File: src/sv/bss_pkg.sv
// Shared types, codes and constants of the battery system supervisor.
// Used by the register block, the step logic and the top level.
package bss_pkg;

  // Field widths
  localparam int unsigned TimeW  = 32;
  localparam int unsigned StaleW = 16;
  localparam int unsigned WaitW  = 20;
  localparam int unsigned AddrW  = 5;
  localparam int unsigned DataW  = 32;

  // Supervisor states
  typedef enum logic [2:0] {
    ST_UNINIT    = 3'd0,
    ST_INIT      = 3'd1,
    ST_CALIB     = 3'd2,
    ST_INACTIVE  = 3'd3,
    ST_OPERATING = 3'd4,
    ST_FAULT     = 3'd5
  } bss_state_e;

  // Contactor commands
  typedef enum logic [2:0] {
    CMD_NONE       = 3'd0,
    CMD_CALIBRATE  = 3'd1,
    CMD_OPEN       = 3'd2,
    CMD_CLOSE      = 3'd3,
    CMD_FORCE_OPEN = 3'd4
  } bss_cmd_e;

  // Pending system requests
  typedef enum logic [1:0] {
    REQ_NONE      = 2'd0,
    REQ_RUN       = 2'd1,
    REQ_CALIBRATE = 2'd2,
    REQ_STOP      = 2'd3
  } bss_req_e;

  // Configuration register indexes
  typedef enum logic [2:0] {
    REG_BATTERY_STALE = 3'd0,
    REG_OUTPUT_STALE  = 3'd1,
    REG_CONTACT_STALE = 3'd2,
    REG_CURRENT_STALE = 3'd3,
    REG_CELL_STALE    = 3'd4,
    REG_TEMP_STALE    = 3'd5,
    REG_INIT_WAIT     = 3'd6,
    REG_CALIB_TIMEOUT = 3'd7
  } bss_reg_e;

  // Reset values and fixed delays
  localparam logic [StaleW-1:0] FastStaleRst    = 16'd1000;
  localparam logic [StaleW-1:0] SlowStaleRst    = 16'd5000;
  localparam logic [WaitW-1:0]  InitWaitRst     = 20'd10000;
  localparam logic [WaitW-1:0]  CalibTimeoutRst = 20'd120000;
  localparam logic [TimeW-1:0]  RunDelayMs      = 32'd2000;

  typedef struct packed {
    logic [StaleW-1:0] battery_stale_ms;
    logic [StaleW-1:0] output_stale_ms;
    logic [StaleW-1:0] contactor_stale_ms;
    logic [StaleW-1:0] current_stale_ms;
    logic [StaleW-1:0] cell_stale_ms;
    logic [StaleW-1:0] temperature_stale_ms;
    logic [WaitW-1:0]  init_wait_ms;
    logic [WaitW-1:0]  calib_timeout_ms;
  } bss_cfg_t;

  typedef struct packed {
    logic [TimeW-1:0] now_ms;
    logic [TimeW-1:0] battery_stamp;
    logic [TimeW-1:0] output_stamp;
    logic [TimeW-1:0] neg_contactor_stamp;
    logic [TimeW-1:0] pos_contactor_stamp;
    logic [TimeW-1:0] current_stamp;
    logic [TimeW-1:0] cell_stamp;
    logic [TimeW-1:0] temperature_stamp;
    logic             fatal_event;
    logic             calibration_idle;
    bss_req_e         system_request;
    logic             already_calibrated;
  } bss_item_t;

  typedef struct packed {
    bss_state_e system_state;
    bss_cmd_e   contactor_command;
    logic       calibration_start;
    logic       request_clear;
    logic       calibration_timed_out;
  } bss_result_t;

  // Reading is fresh when the wrapped age is within the limit
  function automatic logic is_fresh(input logic [TimeW-1:0] now,
                                    input logic [TimeW-1:0] stamp,
                                    input logic [StaleW-1:0] limit);
    logic [TimeW-1:0] age;
    age = now - stamp;
    return age <= {{(TimeW-StaleW){1'b0}}, limit};
  endfunction

  // Wrapped time since entry has reached the limit
  function automatic logic elapsed(input logic [TimeW-1:0] now,
                                   input logic [TimeW-1:0] since,
                                   input logic [TimeW-1:0] limit);
    logic [TimeW-1:0] dt;
    dt = now - since;
    return dt >= limit;
  endfunction

endpackage

File: src/sv/bss_if.sv
// Valid/ready channel interfaces for supervisor ticks and results.
// Depends on nothing; widths follow the supervisor field list.
interface bss_in_if;
  logic        valid;
  logic        ready;
  logic [31:0] now_ms;
  logic [31:0] battery_stamp;
  logic [31:0] output_stamp;
  logic [31:0] neg_contactor_stamp;
  logic [31:0] pos_contactor_stamp;
  logic [31:0] current_stamp;
  logic [31:0] cell_stamp;
  logic [31:0] temperature_stamp;
  logic        fatal_event;
  logic        calibration_idle;
  logic [1:0]  system_request;
  logic        already_calibrated;

  modport source (
    output valid, now_ms, battery_stamp, output_stamp, neg_contactor_stamp,
           pos_contactor_stamp, current_stamp, cell_stamp, temperature_stamp,
           fatal_event, calibration_idle, system_request, already_calibrated,
    input  ready
  );
  modport sink (
    input  valid, now_ms, battery_stamp, output_stamp, neg_contactor_stamp,
           pos_contactor_stamp, current_stamp, cell_stamp, temperature_stamp,
           fatal_event, calibration_idle, system_request, already_calibrated,
    output ready
  );
endinterface

interface bss_out_if;
  logic       valid;
  logic       ready;
  logic [2:0] system_state;
  logic [2:0] contactor_command;
  logic       calibration_start;
  logic       request_clear;
  logic       calibration_timed_out;

  modport source (
    output valid, system_state, contactor_command, calibration_start,
           request_clear, calibration_timed_out,
    input  ready
  );
  modport sink (
    input  valid, system_state, contactor_command, calibration_start,
           request_clear, calibration_timed_out,
    output ready
  );
endinterface

File: src/sv/battery_system_supervisor_fsm.sv
// Battery system supervisor, top level: one tick request in, one result out.
// Depends on bss_pkg, bss_if (channels), bss_regs and bss_step.
//
// Each tick request is taken into an input register, evaluated by the step
// logic and written with the supervisor state into the result register. A
// new request can be accepted every cycle while the sink takes results: the
// state and entry-time registers close a loop through the step logic, and the
// input register can still take one request while a finished result waits
// for the sink. Configuration goes through the APB port with zero wait
// states and should be written only while no tick is in flight.
module battery_system_supervisor_fsm (
  input  logic                      clk_i,
  input  logic                      rst_ni,
  bss_in_if.sink                    in_i,
  bss_out_if.source                 out_o,
  input  logic                      psel,
  input  logic                      penable,
  input  logic                      pwrite,
  input  logic [bss_pkg::AddrW-1:0] paddr,
  input  logic [bss_pkg::DataW-1:0] pwdata,
  output logic [bss_pkg::DataW-1:0] prdata,
  output logic                      pready
);

  bss_pkg::bss_cfg_t    cfg;
  bss_pkg::bss_item_t   in_item;
  bss_pkg::bss_item_t   item_q;
  logic                 item_vld_q;
  bss_pkg::bss_state_e  state_q;
  bss_pkg::bss_state_e  state_d;
  logic [31:0]          entry_q;
  logic [31:0]          entry_d;
  bss_pkg::bss_result_t res_d;
  bss_pkg::bss_result_t res_q;
  logic                 res_vld_q;
  logic                 advance;
  logic                 in_fire;

  bss_regs u_regs (
    .clk_i   (clk_i),
    .rst_ni  (rst_ni),
    .psel    (psel),
    .penable (penable),
    .pwrite  (pwrite),
    .paddr   (paddr),
    .pwdata  (pwdata),
    .prdata  (prdata),
    .pready  (pready),
    .cfg_o   (cfg)
  );

  // Gather the request payload
  assign in_item.now_ms              = in_i.now_ms;
  assign in_item.battery_stamp       = in_i.battery_stamp;
  assign in_item.output_stamp        = in_i.output_stamp;
  assign in_item.neg_contactor_stamp = in_i.neg_contactor_stamp;
  assign in_item.pos_contactor_stamp = in_i.pos_contactor_stamp;
  assign in_item.current_stamp       = in_i.current_stamp;
  assign in_item.cell_stamp          = in_i.cell_stamp;
  assign in_item.temperature_stamp   = in_i.temperature_stamp;
  assign in_item.fatal_event         = in_i.fatal_event;
  assign in_item.calibration_idle    = in_i.calibration_idle;
  assign in_item.system_request      = bss_pkg::bss_req_e'(in_i.system_request);
  assign in_item.already_calibrated  = in_i.already_calibrated;

  // Advance when the result register is free or being drained
  assign advance    = item_vld_q && (!res_vld_q || out_o.ready);
  assign in_i.ready = !item_vld_q || advance;
  assign in_fire    = in_i.valid && in_i.ready;

  // Input register
  always_ff @(posedge clk_i or negedge rst_ni) begin
    if (!rst_ni) begin
      item_vld_q <= 1'b0;
    end else if (in_i.ready) begin
      item_vld_q <= in_i.valid;
    end
  end

  always_ff @(posedge clk_i) begin
    if (in_fire) begin
      item_q <= in_item;
    end
  end

  bss_step u_step (
    .cfg_i    (cfg),
    .state_i  (state_q),
    .entry_i  (entry_q),
    .item_i   (item_q),
    .state_o  (state_d),
    .entry_o  (entry_d),
    .result_o (res_d)
  );

  // State and entry time update as each request retires
  always_ff @(posedge clk_i or negedge rst_ni) begin
    if (!rst_ni) begin
      state_q <= bss_pkg::ST_UNINIT;
      entry_q <= '0;
    end else if (advance) begin
      state_q <= state_d;
      entry_q <= entry_d;
    end
  end

  // Result register
  always_ff @(posedge clk_i or negedge rst_ni) begin
    if (!rst_ni) begin
      res_vld_q <= 1'b0;
    end else if (advance) begin
      res_vld_q <= 1'b1;
    end else if (out_o.ready) begin
      res_vld_q <= 1'b0;
    end
  end

  always_ff @(posedge clk_i) begin
    if (advance) begin
      res_q <= res_d;
    end
  end

  assign out_o.valid                 = res_vld_q;
  assign out_o.system_state          = res_q.system_state;
  assign out_o.contactor_command     = res_q.contactor_command;
  assign out_o.calibration_start     = res_q.calibration_start;
  assign out_o.request_clear         = res_q.request_clear;
  assign out_o.calibration_timed_out = res_q.calibration_timed_out;

  // Fault is sticky until reset
  assert property (@(posedge clk_i) disable iff (!rst_ni)
    state_q == bss_pkg::ST_FAULT |=> state_q == bss_pkg::ST_FAULT)
    else $error("supervisor left fault state");

  // State only moves when a request retires
  assert property (@(posedge clk_i) disable iff (!rst_ni)
    !advance |=> $stable(state_q) && $stable(entry_q))
    else $error("state changed without a retiring request");

  // Fault result forces open unless it came from a calibration timeout
  assert property (@(posedge clk_i) disable iff (!rst_ni)
    res_vld_q && res_q.system_state == bss_pkg::ST_FAULT &&
    !res_q.calibration_timed_out |->
      res_q.contactor_command == bss_pkg::CMD_FORCE_OPEN)
    else $error("fault result without force open");

  // Calibration start always pairs with the calibrate command and state
  assert property (@(posedge clk_i) disable iff (!rst_ni)
    res_vld_q && res_q.calibration_start |->
      res_q.contactor_command == bss_pkg::CMD_CALIBRATE &&
      res_q.system_state == bss_pkg::ST_CALIB)
    else $error("calibration start without calibrate command");

endmodule

File: src/sv/bss_regs.sv
// APB configuration registers of the supervisor: stale limits and timeouts.
// Depends on bss_pkg for the register indexes, reset values and config struct.
module bss_regs (
  input  logic                      clk_i,
  input  logic                      rst_ni,
  input  logic                      psel,
  input  logic                      penable,
  input  logic                      pwrite,
  input  logic [bss_pkg::AddrW-1:0] paddr,
  input  logic [bss_pkg::DataW-1:0] pwdata,
  output logic [bss_pkg::DataW-1:0] prdata,
  output logic                      pready,
  output bss_pkg::bss_cfg_t         cfg_o
);

  bss_pkg::bss_cfg_t cfg_q;
  bss_pkg::bss_reg_e idx;
  logic              wr_en;

  assign idx    = bss_pkg::bss_reg_e'(paddr[bss_pkg::AddrW-1:2]);
  assign wr_en  = psel && penable && pwrite;
  assign pready = 1'b1;
  assign cfg_o  = cfg_q;

  // Write the addressed register in the access cycle
  always_ff @(posedge clk_i or negedge rst_ni) begin
    if (!rst_ni) begin
      cfg_q.battery_stale_ms     <= bss_pkg::FastStaleRst;
      cfg_q.output_stale_ms      <= bss_pkg::FastStaleRst;
      cfg_q.contactor_stale_ms   <= bss_pkg::FastStaleRst;
      cfg_q.current_stale_ms     <= bss_pkg::FastStaleRst;
      cfg_q.cell_stale_ms        <= bss_pkg::SlowStaleRst;
      cfg_q.temperature_stale_ms <= bss_pkg::SlowStaleRst;
      cfg_q.init_wait_ms         <= bss_pkg::InitWaitRst;
      cfg_q.calib_timeout_ms     <= bss_pkg::CalibTimeoutRst;
    end else if (wr_en) begin
      unique case (idx)
        bss_pkg::REG_BATTERY_STALE: cfg_q.battery_stale_ms     <= pwdata[15:0];
        bss_pkg::REG_OUTPUT_STALE:  cfg_q.output_stale_ms      <= pwdata[15:0];
        bss_pkg::REG_CONTACT_STALE: cfg_q.contactor_stale_ms   <= pwdata[15:0];
        bss_pkg::REG_CURRENT_STALE: cfg_q.current_stale_ms     <= pwdata[15:0];
        bss_pkg::REG_CELL_STALE:    cfg_q.cell_stale_ms        <= pwdata[15:0];
        bss_pkg::REG_TEMP_STALE:    cfg_q.temperature_stale_ms <= pwdata[15:0];
        bss_pkg::REG_INIT_WAIT:     cfg_q.init_wait_ms         <= pwdata[19:0];
        bss_pkg::REG_CALIB_TIMEOUT: cfg_q.calib_timeout_ms     <= pwdata[19:0];
        default: ;
      endcase
    end
  end

  // Read back the addressed register, zero extended
  always_comb begin
    unique case (idx)
      bss_pkg::REG_BATTERY_STALE: prdata = {16'b0, cfg_q.battery_stale_ms};
      bss_pkg::REG_OUTPUT_STALE:  prdata = {16'b0, cfg_q.output_stale_ms};
      bss_pkg::REG_CONTACT_STALE: prdata = {16'b0, cfg_q.contactor_stale_ms};
      bss_pkg::REG_CURRENT_STALE: prdata = {16'b0, cfg_q.current_stale_ms};
      bss_pkg::REG_CELL_STALE:    prdata = {16'b0, cfg_q.cell_stale_ms};
      bss_pkg::REG_TEMP_STALE:    prdata = {16'b0, cfg_q.temperature_stale_ms};
      bss_pkg::REG_INIT_WAIT:     prdata = {12'b0, cfg_q.init_wait_ms};
      bss_pkg::REG_CALIB_TIMEOUT: prdata = {12'b0, cfg_q.calib_timeout_ms};
      default:                    prdata = '0;
    endcase
  end

endmodule

File: src/sv/bss_step.sv
// Next-state and result logic of the supervisor for one tick.
// Depends on bss_pkg for states, commands, requests and the age checks.
module bss_step (
  input  bss_pkg::bss_cfg_t    cfg_i,
  input  bss_pkg::bss_state_e  state_i,
  input  logic [31:0]          entry_i,
  input  bss_pkg::bss_item_t   item_i,
  output bss_pkg::bss_state_e  state_o,
  output logic [31:0]          entry_o,
  output bss_pkg::bss_result_t result_o
);

  bss_pkg::bss_state_e cur;
  bss_pkg::bss_state_e nxt;
  bss_pkg::bss_cmd_e   cmd;
  logic                go;
  logic                cal_start;
  logic                req_clr;
  logic                cal_to;
  logic                all_fresh;
  logic                init_done;
  logic                calib_expired;
  logic                run_ok;

  // Sensor age checks run in parallel
  assign all_fresh =
    bss_pkg::is_fresh(item_i.now_ms, item_i.battery_stamp, cfg_i.battery_stale_ms) &&
    bss_pkg::is_fresh(item_i.now_ms, item_i.output_stamp, cfg_i.output_stale_ms) &&
    bss_pkg::is_fresh(item_i.now_ms, item_i.neg_contactor_stamp,
                      cfg_i.contactor_stale_ms) &&
    bss_pkg::is_fresh(item_i.now_ms, item_i.pos_contactor_stamp,
                      cfg_i.contactor_stale_ms) &&
    bss_pkg::is_fresh(item_i.now_ms, item_i.current_stamp, cfg_i.current_stale_ms) &&
    bss_pkg::is_fresh(item_i.now_ms, item_i.cell_stamp, cfg_i.cell_stale_ms) &&
    bss_pkg::is_fresh(item_i.now_ms, item_i.temperature_stamp,
                      cfg_i.temperature_stale_ms);

  // Time-in-state checks
  assign init_done     = bss_pkg::elapsed(item_i.now_ms, entry_i,
                                          {12'b0, cfg_i.init_wait_ms});
  assign calib_expired = bss_pkg::elapsed(item_i.now_ms, entry_i,
                                          {12'b0, cfg_i.calib_timeout_ms});
  assign run_ok        = bss_pkg::elapsed(item_i.now_ms, entry_i, bss_pkg::RunDelayMs);

  // Fatal event overrides first, then the per-state transitions
  always_comb begin
    cur = state_i;
    go  = 1'b0;
    if (cur != bss_pkg::ST_FAULT && item_i.fatal_event) begin
      cur = bss_pkg::ST_FAULT;
      go  = 1'b1;
    end
    nxt       = cur;
    cmd       = bss_pkg::CMD_NONE;
    cal_start = 1'b0;
    req_clr   = 1'b0;
    cal_to    = 1'b0;
    unique case (cur)
      bss_pkg::ST_UNINIT: begin
        nxt = bss_pkg::ST_INIT;
        go  = 1'b1;
      end
      bss_pkg::ST_INIT: begin
        if (all_fresh && init_done) begin
          go = 1'b1;
          if (item_i.already_calibrated) begin
            nxt = bss_pkg::ST_INACTIVE;
          end else begin
            cmd       = bss_pkg::CMD_CALIBRATE;
            cal_start = 1'b1;
            nxt       = bss_pkg::ST_CALIB;
          end
        end
      end
      bss_pkg::ST_CALIB: begin
        if (item_i.calibration_idle) begin
          cmd = bss_pkg::CMD_OPEN;
          nxt = bss_pkg::ST_INACTIVE;
          go  = 1'b1;
        end else if (calib_expired) begin
          cal_to = 1'b1;
          nxt    = bss_pkg::ST_FAULT;
          go     = 1'b1;
        end
      end
      bss_pkg::ST_INACTIVE: begin
        if (item_i.system_request == bss_pkg::REQ_RUN && run_ok) begin
          nxt = bss_pkg::ST_OPERATING;
          go  = 1'b1;
        end else if (item_i.system_request == bss_pkg::REQ_CALIBRATE) begin
          req_clr   = 1'b1;
          cmd       = bss_pkg::CMD_CALIBRATE;
          cal_start = 1'b1;
          nxt       = bss_pkg::ST_CALIB;
          go        = 1'b1;
        end
      end
      bss_pkg::ST_OPERATING: begin
        cmd = bss_pkg::CMD_CLOSE;
        if (item_i.system_request == bss_pkg::REQ_STOP) begin
          req_clr = 1'b1;
          cmd     = bss_pkg::CMD_OPEN;
          nxt     = bss_pkg::ST_INACTIVE;
          go      = 1'b1;
        end
      end
      // Fault and unused codes hold and force the contactors open
      default: cmd = bss_pkg::CMD_FORCE_OPEN;
    endcase
  end

  assign state_o                        = nxt;
  assign entry_o                        = go ? item_i.now_ms : entry_i;
  assign result_o.system_state          = nxt;
  assign result_o.contactor_command     = cmd;
  assign result_o.calibration_start     = cal_start;
  assign result_o.request_clear         = req_clr;
  assign result_o.calibration_timed_out = cal_to;

endmodule
File: src/flat_wrapper.sv
// flat-port wrapper written by rule: the top's interface ports become plain ports
module battery_system_supervisor_fsm_flat 
  (clk_i, rst_ni, psel, penable, pwrite, paddr, pwdata, prdata, pready, in_i_valid, in_i_now_ms, in_i_battery_stamp, in_i_output_stamp, in_i_neg_contactor_stamp, in_i_pos_contactor_stamp, in_i_current_stamp, in_i_cell_stamp, in_i_temperature_stamp, in_i_fatal_event, in_i_calibration_idle, in_i_system_request, in_i_already_calibrated, in_i_ready, out_o_valid, out_o_system_state, out_o_contactor_command, out_o_calibration_start, out_o_request_clear, out_o_calibration_timed_out, out_o_ready);
  bss_in_if in_i_i ();
  bss_out_if out_o_i ();
  input  logic clk_i;
  input  logic rst_ni;
  input  logic psel;
  input  logic penable;
  input  logic pwrite;
  input  logic [bss_pkg::AddrW-1:0] paddr;
  input  logic [bss_pkg::DataW-1:0] pwdata;
  output logic [bss_pkg::DataW-1:0] prdata;
  output logic pready;
  input wire logic [$bits(in_i_i.valid)-1:0] in_i_valid;
  input wire logic [$bits(in_i_i.now_ms)-1:0] in_i_now_ms;
  input wire logic [$bits(in_i_i.battery_stamp)-1:0] in_i_battery_stamp;
  input wire logic [$bits(in_i_i.output_stamp)-1:0] in_i_output_stamp;
  input wire logic [$bits(in_i_i.neg_contactor_stamp)-1:0] in_i_neg_contactor_stamp;
  input wire logic [$bits(in_i_i.pos_contactor_stamp)-1:0] in_i_pos_contactor_stamp;
  input wire logic [$bits(in_i_i.current_stamp)-1:0] in_i_current_stamp;
  input wire logic [$bits(in_i_i.cell_stamp)-1:0] in_i_cell_stamp;
  input wire logic [$bits(in_i_i.temperature_stamp)-1:0] in_i_temperature_stamp;
  input wire logic [$bits(in_i_i.fatal_event)-1:0] in_i_fatal_event;
  input wire logic [$bits(in_i_i.calibration_idle)-1:0] in_i_calibration_idle;
  input wire logic [$bits(in_i_i.system_request)-1:0] in_i_system_request;
  input wire logic [$bits(in_i_i.already_calibrated)-1:0] in_i_already_calibrated;
  output wire logic [$bits(in_i_i.ready)-1:0] in_i_ready;
  output wire logic [$bits(out_o_i.valid)-1:0] out_o_valid;
  output wire logic [$bits(out_o_i.system_state)-1:0] out_o_system_state;
  output wire logic [$bits(out_o_i.contactor_command)-1:0] out_o_contactor_command;
  output wire logic [$bits(out_o_i.calibration_start)-1:0] out_o_calibration_start;
  output wire logic [$bits(out_o_i.request_clear)-1:0] out_o_request_clear;
  output wire logic [$bits(out_o_i.calibration_timed_out)-1:0] out_o_calibration_timed_out;
  input wire logic [$bits(out_o_i.ready)-1:0] out_o_ready;
  assign in_i_i.valid = in_i_valid;
  assign in_i_i.now_ms = in_i_now_ms;
  assign in_i_i.battery_stamp = in_i_battery_stamp;
  assign in_i_i.output_stamp = in_i_output_stamp;
  assign in_i_i.neg_contactor_stamp = in_i_neg_contactor_stamp;
  assign in_i_i.pos_contactor_stamp = in_i_pos_contactor_stamp;
  assign in_i_i.current_stamp = in_i_current_stamp;
  assign in_i_i.cell_stamp = in_i_cell_stamp;
  assign in_i_i.temperature_stamp = in_i_temperature_stamp;
  assign in_i_i.fatal_event = in_i_fatal_event;
  assign in_i_i.calibration_idle = in_i_calibration_idle;
  assign in_i_i.system_request = in_i_system_request;
  assign in_i_i.already_calibrated = in_i_already_calibrated;
  assign in_i_ready = in_i_i.ready;
  assign out_o_valid = out_o_i.valid;
  assign out_o_system_state = out_o_i.system_state;
  assign out_o_contactor_command = out_o_i.contactor_command;
  assign out_o_calibration_start = out_o_i.calibration_start;
  assign out_o_request_clear = out_o_i.request_clear;
  assign out_o_calibration_timed_out = out_o_i.calibration_timed_out;
  assign out_o_i.ready = out_o_ready;
  battery_system_supervisor_fsm u_core (.clk_i(clk_i), .rst_ni(rst_ni), .in_i(in_i_i), .out_o(out_o_i), .psel(psel), .penable(penable), .pwrite(pwrite), .paddr(paddr), .pwdata(pwdata), .prdata(prdata), .pready(pready));
endmodule
File: config.mk
export PLATFORM = sky130hd
export DESIGN_NAME = battery_system_supervisor_fsm_flat
export DESIGN_NICKNAME = d
export VERILOG_FILES = /design/src/sv/bss_pkg.sv /design/src/sv/bss_if.sv /design/src/sv/battery_system_supervisor_fsm.sv /design/src/sv/bss_regs.sv /design/src/sv/bss_step.sv /design/src/flat_wrapper.sv
export SDC_FILE = /design/constraint.sdc
export NUM_CORES = 1
export LEC_CHECK = 0
export ABC_CLOCK_PERIOD_IN_PS = 20200
export CAP_MARGIN = 10
export CELL_PAD_IN_SITES_DETAIL_PLACEMENT = 0
export CELL_PAD_IN_SITES_GLOBAL_PLACEMENT = 1
export CORE_MARGIN = 2
export CORE_UTILIZATION = 55
export CTS_BUF_LIST = sky130_fd_sc_hd__clkbuf_4
export DETAILED_ROUTE_END_ITERATION = 6
export DONT_BUFFER_PORTS = 1
export GPL_TIMING_DRIVEN = 0
export PLACE_DENSITY = 0.94
export REMOVE_ABC_BUFFERS = 1
export SLEW_MARGIN = 20
export SYNTH_ARGS = -nofsm -noshare
export SYNTH_HDL_FRONTEND = slang
export SYNTH_SLANG_ARGS = --single-unit
File: constraint.sdc
create_clock -name clk_i -period 20.2 [get_ports clk_i]
set_input_delay 1.01 -clock clk_i [delete_from_list [all_inputs] [get_ports clk_i]]
set_output_delay 1.01 -clock clk_i [all_outputs]
set_load 0.01 [all_outputs]
### Word level (Yosys, flattened, before mapping)

Index checks and enable logic that the tools add are counted.
W data, S select, Z words.

| storage, ports and cells | value |
|---|---|
| flip-flop bits (word level) | 443 |
| input bits | 305 |
| output and inout bits | 44 |

| operators by class | value |
|---|---|
| equality and inequality tests | 15 |
| muxes and demuxes | 35 |
| bitwise logic cells | 1 |
| order comparisons | 10 |
| reduce and logical (&&, ||, !) cells | 30 |
| $add $sub $neg | 8 |

Operators by type and width:

| kind | count |
|---|---|
| $pmux W32 S8 | 1 |
| $sub A32 B32 Y32 | 8 |
| $le A32 B16 Y1 | 7 |
| $ge A32 B20 Y1 | 2 |
| $ge A32 B11 Y1 const B | 1 |
| $pmux W3 S5 | 2 |
| $mux W1 | 21 |
| $mux W3 | 7 |
| $reduce_and A2 Y1 | 9 |
| $eq A3 B3 Y1 const B | 5 |
| $logic_and A1 B1 Y1 | 13 |
| $eq A3 B2 Y1 const B | 4 |
| $eq A3 B1 Y1 const B | 2 |
| $logic_not A3 Y1 | 2 |
| $pmux W1 S5 | 1 |
| $eq A2 B2 Y1 const B | 2 |
| $pmux W1 S2 | 2 |
| $ne A3 B3 Y1 const B | 1 |
| $eq A2 B1 Y1 const B | 1 |
| $logic_not A1 Y1 | 2 |
| $logic_or A1 B1 Y1 | 2 |
| $mux W2 | 1 |
| $reduce_bool A2 Y1 | 1 |
| $reduce_or A2 Y1 | 1 |
| $not A1 Y1 | 1 |

### Longest topological paths before layout

| logic depth | value |
|---|---|
| depth in word-level cells | 12 |
| mapped depth | 25 |
| depth with buffers taken out | 25 |

### Hierarchy

A second synthesis with hierarchy kept.

| second synthesis, totals | value |
|---|---|
| cell total of the unflattened synthesis | 4223 |
| area total of the unflattened synthesis | 38329.3 µm² |

By module, submodules not included:

| module | times used | area an instance (µm²) | cells an instance | sequential area each (µm²) |
|---|---|---|---|---|
| bss_step | 1 | 22320.2 | 3410 | 0.0 |
| battery_system_supervisor_fsm | 1 | 9625.5 | 352 | 9033.7 |
| bss_regs | 1 | 6383.6 | 461 | 3460.8 |

### Least setup slack after synthesis

Ideal clock, no wire load.

| path | value |
|---|---|
| kind | input-to-reg |
| start | input out_o_ready |
| end | register u_core.item_q[0] (netlist name), enable pin |
| library setup time | 656 ps |
| setup slack | 12382 ps |
| buffers on the path | 0 |
| stages on the path | 2 |
| arrival time | 7162 ps |
| cells stage by stage | nand3b_1 and2_1 |

| between the ends | value |
|---|---|
| cells in the longest elaborated chain, start to end | 4 |

RTL lines:

| item | line | source |
|---|---|---|
| start: declaration | flat_wrapper.sv:35 | `input wire logic [$bits(out_o_i.ready)-1:0] out_o_ready;` |
| $logic_or A1 B1 Y1 | battery_system_supervisor_fsm.sv:67 | `assign advance = item_vld_q && (!res_vld_q \|\| out_o.ready);` |
| $logic_and A1 B1 Y1 | battery_system_supervisor_fsm.sv:67 |  |
| $logic_or A1 B1 Y1 | battery_system_supervisor_fsm.sv:68 | `assign in_i.ready = !item_vld_q \|\| advance;` |
| $logic_and A1 B1 Y1 | battery_system_supervisor_fsm.sv:69 | `assign in_fire = in_i.valid && in_i.ready;` |
| via u_core.in_fire | battery_system_supervisor_fsm.sv:37 | `logic in_fire;` |
| end signal: assignment | battery_system_supervisor_fsm.sv:82 | `item_q <= in_item;` |
| end: declaration | battery_system_supervisor_fsm.sv:27 | `bss_pkg::bss_item_t item_q;` |

The timed path passes the listed nets, and every way through them passes these cells.
A chain may end at the register's enable or synchronous reset.

### Worst setup path after layout

| path | value |
|---|---|
| start | register u_core.item_q[229] (netlist name) |
| end | register u_core.entry_q[31] |

| between the ends | value |
|---|---|
| cells in the longest elaborated chain, start to end | 12 |
| elaborated cells on any way between the ends | 32 |

RTL lines:

| item | line | source |
|---|---|---|
| $sub A32 B32 Y32 | bss_pkg.sv:97 | `age = now - stamp;` |
| $le A32 B16 Y1 | bss_pkg.sv:98 | `return age <= {{(TimeW-StaleW){1'b0}}, limit};` |
| $logic_and A1 B1 Y1 | bss_step.sv:27 | `bss_pkg::is_fresh(item_i.now_ms, item_i.battery_stamp, cfg_i.battery_stale_ms) &&` |
| $logic_and A1 B1 Y1 | bss_step.sv:28 | `bss_pkg::is_fresh(item_i.now_ms, item_i.output_stamp, cfg_i.output_stale_ms) &&` |
| $logic_and A1 B1 Y1 | bss_step.sv:30 | `cfg_i.contactor_stale_ms) &&` |
| $logic_and A1 B1 Y1 | bss_step.sv:32 | `cfg_i.contactor_stale_ms) &&` |
| $logic_and A1 B1 Y1 | bss_step.sv:33 | `bss_pkg::is_fresh(item_i.now_ms, item_i.current_stamp, cfg_i.current_stale_ms) &&` |
| $logic_and A1 B1 Y1 | bss_step.sv:34 | `bss_pkg::is_fresh(item_i.now_ms, item_i.cell_stamp, cfg_i.cell_stale_ms) &&` |
| $logic_and A1 B1 Y1 | bss_step.sv:64 | `if (all_fresh && init_done) begin` |
| $mux W1 | bss_step.sv:64 |  |
| $pmux W1 S5 (*) | bss_step.sv:58 | `unique case (cur)` |
| $reduce_and A2 Y1 (no source line) (*) | - |  |
| end signal: assignment | battery_system_supervisor_fsm.sv:103 | `entry_q <= entry_d;` |
| end: declaration | battery_system_supervisor_fsm.sv:31 | `logic [31:0] entry_q;` |

Every way passes the cells marked *; elsewhere a longest branch is shown, timed or not.

==> out/qor.yml <==
outcome:
  status: "finished, violations left"
  violations: "DRC"
global_routing:
  grt_usage_pct: 40.3
  grt_max_degree: 174
  grt_overflow: 0
  antenna_found_initial: 14
  grt_pass1_wl_um: 208000
  grt_pass1_vias: 32695
cells_and_area:
  syn_to_final_growth_pct: 5.38
  layout_common_cells: "inv_1 (448), nand2_1 (429), ha_1 (400)"
  final_common_cell: "inv_1"
  multi_input_area_um2: 22700
  seq_area_um2: 12500
  fin_area_um2: 39700
  nets: 4977
  drive_above_1_share_pct: 8.76
  nFillCells: 6054
  finalNonFillerCells: 5238
timing:
  fmax_mhz: 120
  final.setup.tns_ps: 0
  finClkSkew_ps: 114
  finalHoldViolCount: 0
  setup_viol: 0
  setup_slack_ps: 11860
  rsz0062_at_grt: "false"
  period_minus_slack_ps: 8340
  slew_viol_final: 0
  finalCritPeriodShare_pct: 41.3
  maxSlewHeadroom_pct: 20.5
  worstMarginPinSlew_ps: 1190
floorplan:
  ios: 349
  die_y_um: 266
  dieArea_um2: 70600
  initial_core_util_pct: 55.8
  die_w_um: 266
  rows: 95
  core-area_um2: 67500
critical_path:
  slowest_delay_ps: 660
  start_kind: "register"
  cp-end-kind: "register"
  worstSetupStartpoint: "u_core.item_q[229]"
  worst-setup-path-type: "reg -> reg"
  crit_fanout: 32
  worst_ep_arrival_time_ps: 9180
  r2r_start: "u_core.item_q[229]"
  critPathSlowestCell: "o41a_4"
  cp_cell_sequence: "inv_1 > ha_1 > inv_1 > fa_1 > a21o_1 > a221oi_2 > o31ai_1 > a211o_1 > a21o_1 > a21oi_1 > xnor2_1 > ha_1 > nand3_1 > nor3_1 > nand4_1 > o22ai_1 > a21bo_2 > nor4_1 > nand4_1 > nor4_1 > and4_1 > o41a_4 > mux2_2"
  required_ps: 21040
  r2r_cells: 23
synth:
  yosys_warnings: 0
  yosys.area_share.simple_pct: 16.6
  netlist_instances: 4329
  synth-xor-area-share_pct: 4.09
  synth_compound_area_share_pct: 21.9
  synth_top_family_by_area: "compound AO/OA/AOI/OAI gates"
  muxShareOfSynthArea_pct: 3.61
  yosysUniqueCellTypes: 112
  ys_ff_latch: 443
  synth-main-ff-cell: "edfxtp_1"
  synthTopCellsByArea: "edfxtp_1 (22%), ha_1 (13%), dfrtp_1 (8.4%), a21oi_1 (5.0%), inv_1 (4.5%)"
  synth_area_leader_cell: "edfxtp_1"
  netlist.area_leader.share_pct: 21.5
  ys_async_sr_fraction_pct: 39.1
  synth-adder-area-share_pct: 13.7
  synth_area_um2: 37700
  ys_seq_area_share_pct: 33.2
  avgSynthCellArea_um2: 8.70
  synth-edff-count: 270
clocking:
  clk_pin_slew_ps: 80
  clock_path_buffers: 3
  clock_latency_ps: 1030
  cts_buffers: 111
  cts_setup_buffers: 0
  cts_tree: "built"
  cts_root_buf: "clkbuf_4"
  cts_resized: 0
  clock_sinks: 443
  cts_max_level: 3
detailed_routing:
  avgRoutedWirePerCell_um: 27.9
  ant_nets: 0
  remaining_drc_errors: 1
  vias: 34488
  dr.pass1.iters: 7
  vias_per_cell: 6.58
  drt_wl_total_um: 146000
  dr.first_iter.drc_count: 4119
flow_run:
  maxCapViolations: 0
place:
  placed_cells: 5023
  dp_slack_ps: 12230
  dp_hpwl_um: 118000
  gp_congestion: 1.04
  port_buffers: 0
  placed_area_um2: 38100
worst_hold_path:
  min_path_type: "in -> async"
pwr:
  power.leakage_nw: 17.0
  power_density_nw_per_um2: 99.0
  vdd_drop_max_uv: 83.4
worst max-delay path, delay by kind of cell, from the launching register on:
family	cells	cell delay, ps
AO/OA/AOI/OAI	9	3330
XOR/XNOR	1	130
adder cells (fa/ha/maj)	3	970
buffers and inverters	2	470
flip-flops	1	390
multiplexers	1	410
AND/OR/NAND/NOR	7	2430
registers in the layout (all words and copies together) (netlist names):
register	count
u_core.out_o.valid	1
u_core.out_o.calibration_start	1
u_core.item_q	261
u_core.out_o.request_clear	1
u_core.out_o.contactor_command	3
u_core.state_q	3
u_core.u_regs.cfg_o	136
u_core.out_o.calibration_timed_out	1
u_core.out_o.system_state	3
u_core.entry_q	32
u_core.item_vld_q	1
cell usage after synthesis, types with 64 or more instances:
cell,n
nand4_1,123
o21ai_0,311
dfrtp_1,127
nand2_1,429
inv_1,448
xor2_1,68
ha_1,400
o21a_1,64
edfxtp_1,270
nor2_1,236
nand3_1,81
clkbuf_1,144
xnor2_1,108
nor3_1,79
a21oi_1,378
a21o_1,87
logic make-up after synthesis:
| family | after synthesis |
|---|---|
| AO/OA/AOI/OAI | 1282 |
| AND/OR/NAND/NOR | 1261 |
| buffers and inverters | 651 |
| flip-flops | 443 |
| adder cells (fa/ha/maj) | 408 |
| XOR/XNOR | 176 |
| multiplexers | 106 |
| other | 2 |
per-stage QoR:
step | power (mW) | hold slack [ps] | utilization [%]
after floorplan | 2.50 | 449 | -
after global placement | 3.05 | 455 | 56.2
after detailed placement | 3.07 | 480 | 56.5
after CTS | 3.89 | 17.6 | 58.7
after global routing | 4.15 | 20.9 | 58.8
final | 3.93 | 39.7 | 58.8
path summary, 6_finish.rpt:
path                            slack (ps)                       to
min in group clk_i                      80        u_core.item_q[38]
worst max-delay path                 11860       u_core.entry_q[31]
worst min register to register         510        u_core.entry_q[5]
worst max register to register       11860       u_core.entry_q[31]
worst min-delay path                    40  u_core.u_regs.cfg_o[58]
max in group asynchronous            19430       u_core.entry_q[24]
layout make-up:
type | instances | share of cell area [%]
Antenna cell | 6 | 0.0378
Clock inverter | 45 | 0.709
Clock buffer | 163 | 3.08
Timing Repair Buffer | 13 | 0.517
Inverter | 449 | 4.25
Multi-Input combinational cell | 3246 | 57.2
Sequential cell | 443 | 31.5
Tap cell | 873 | 2.75
power by group:
part / switching, mW / leakage [nW] / internal [mW]
combinational: 1.21 / 11.6 / 0.699
sequential: 0.0991 / 4.54 / 1.12
clock: 0.409 / 0.893 / 0.394
total: 1.72 / 17.0 / 2.21
repair_timing:
action	CTS	global route
setup endpoints to repair	0	0
hold buffers	1	0
hold endpoints to repair	173	0
layer usage:
layer	part of all wire, %	wire [µm]	track usage, %	vias to the layer above
li1	-	-	-	15777
met1	41	59500	54.0	16564
met2	45	65500	64.3	1800
met3	9.7	14200	7.42	339
met4	4.7	6860	16.9	8
met5	0.047	68	0	-
Power figures use the tool's default switching activity.
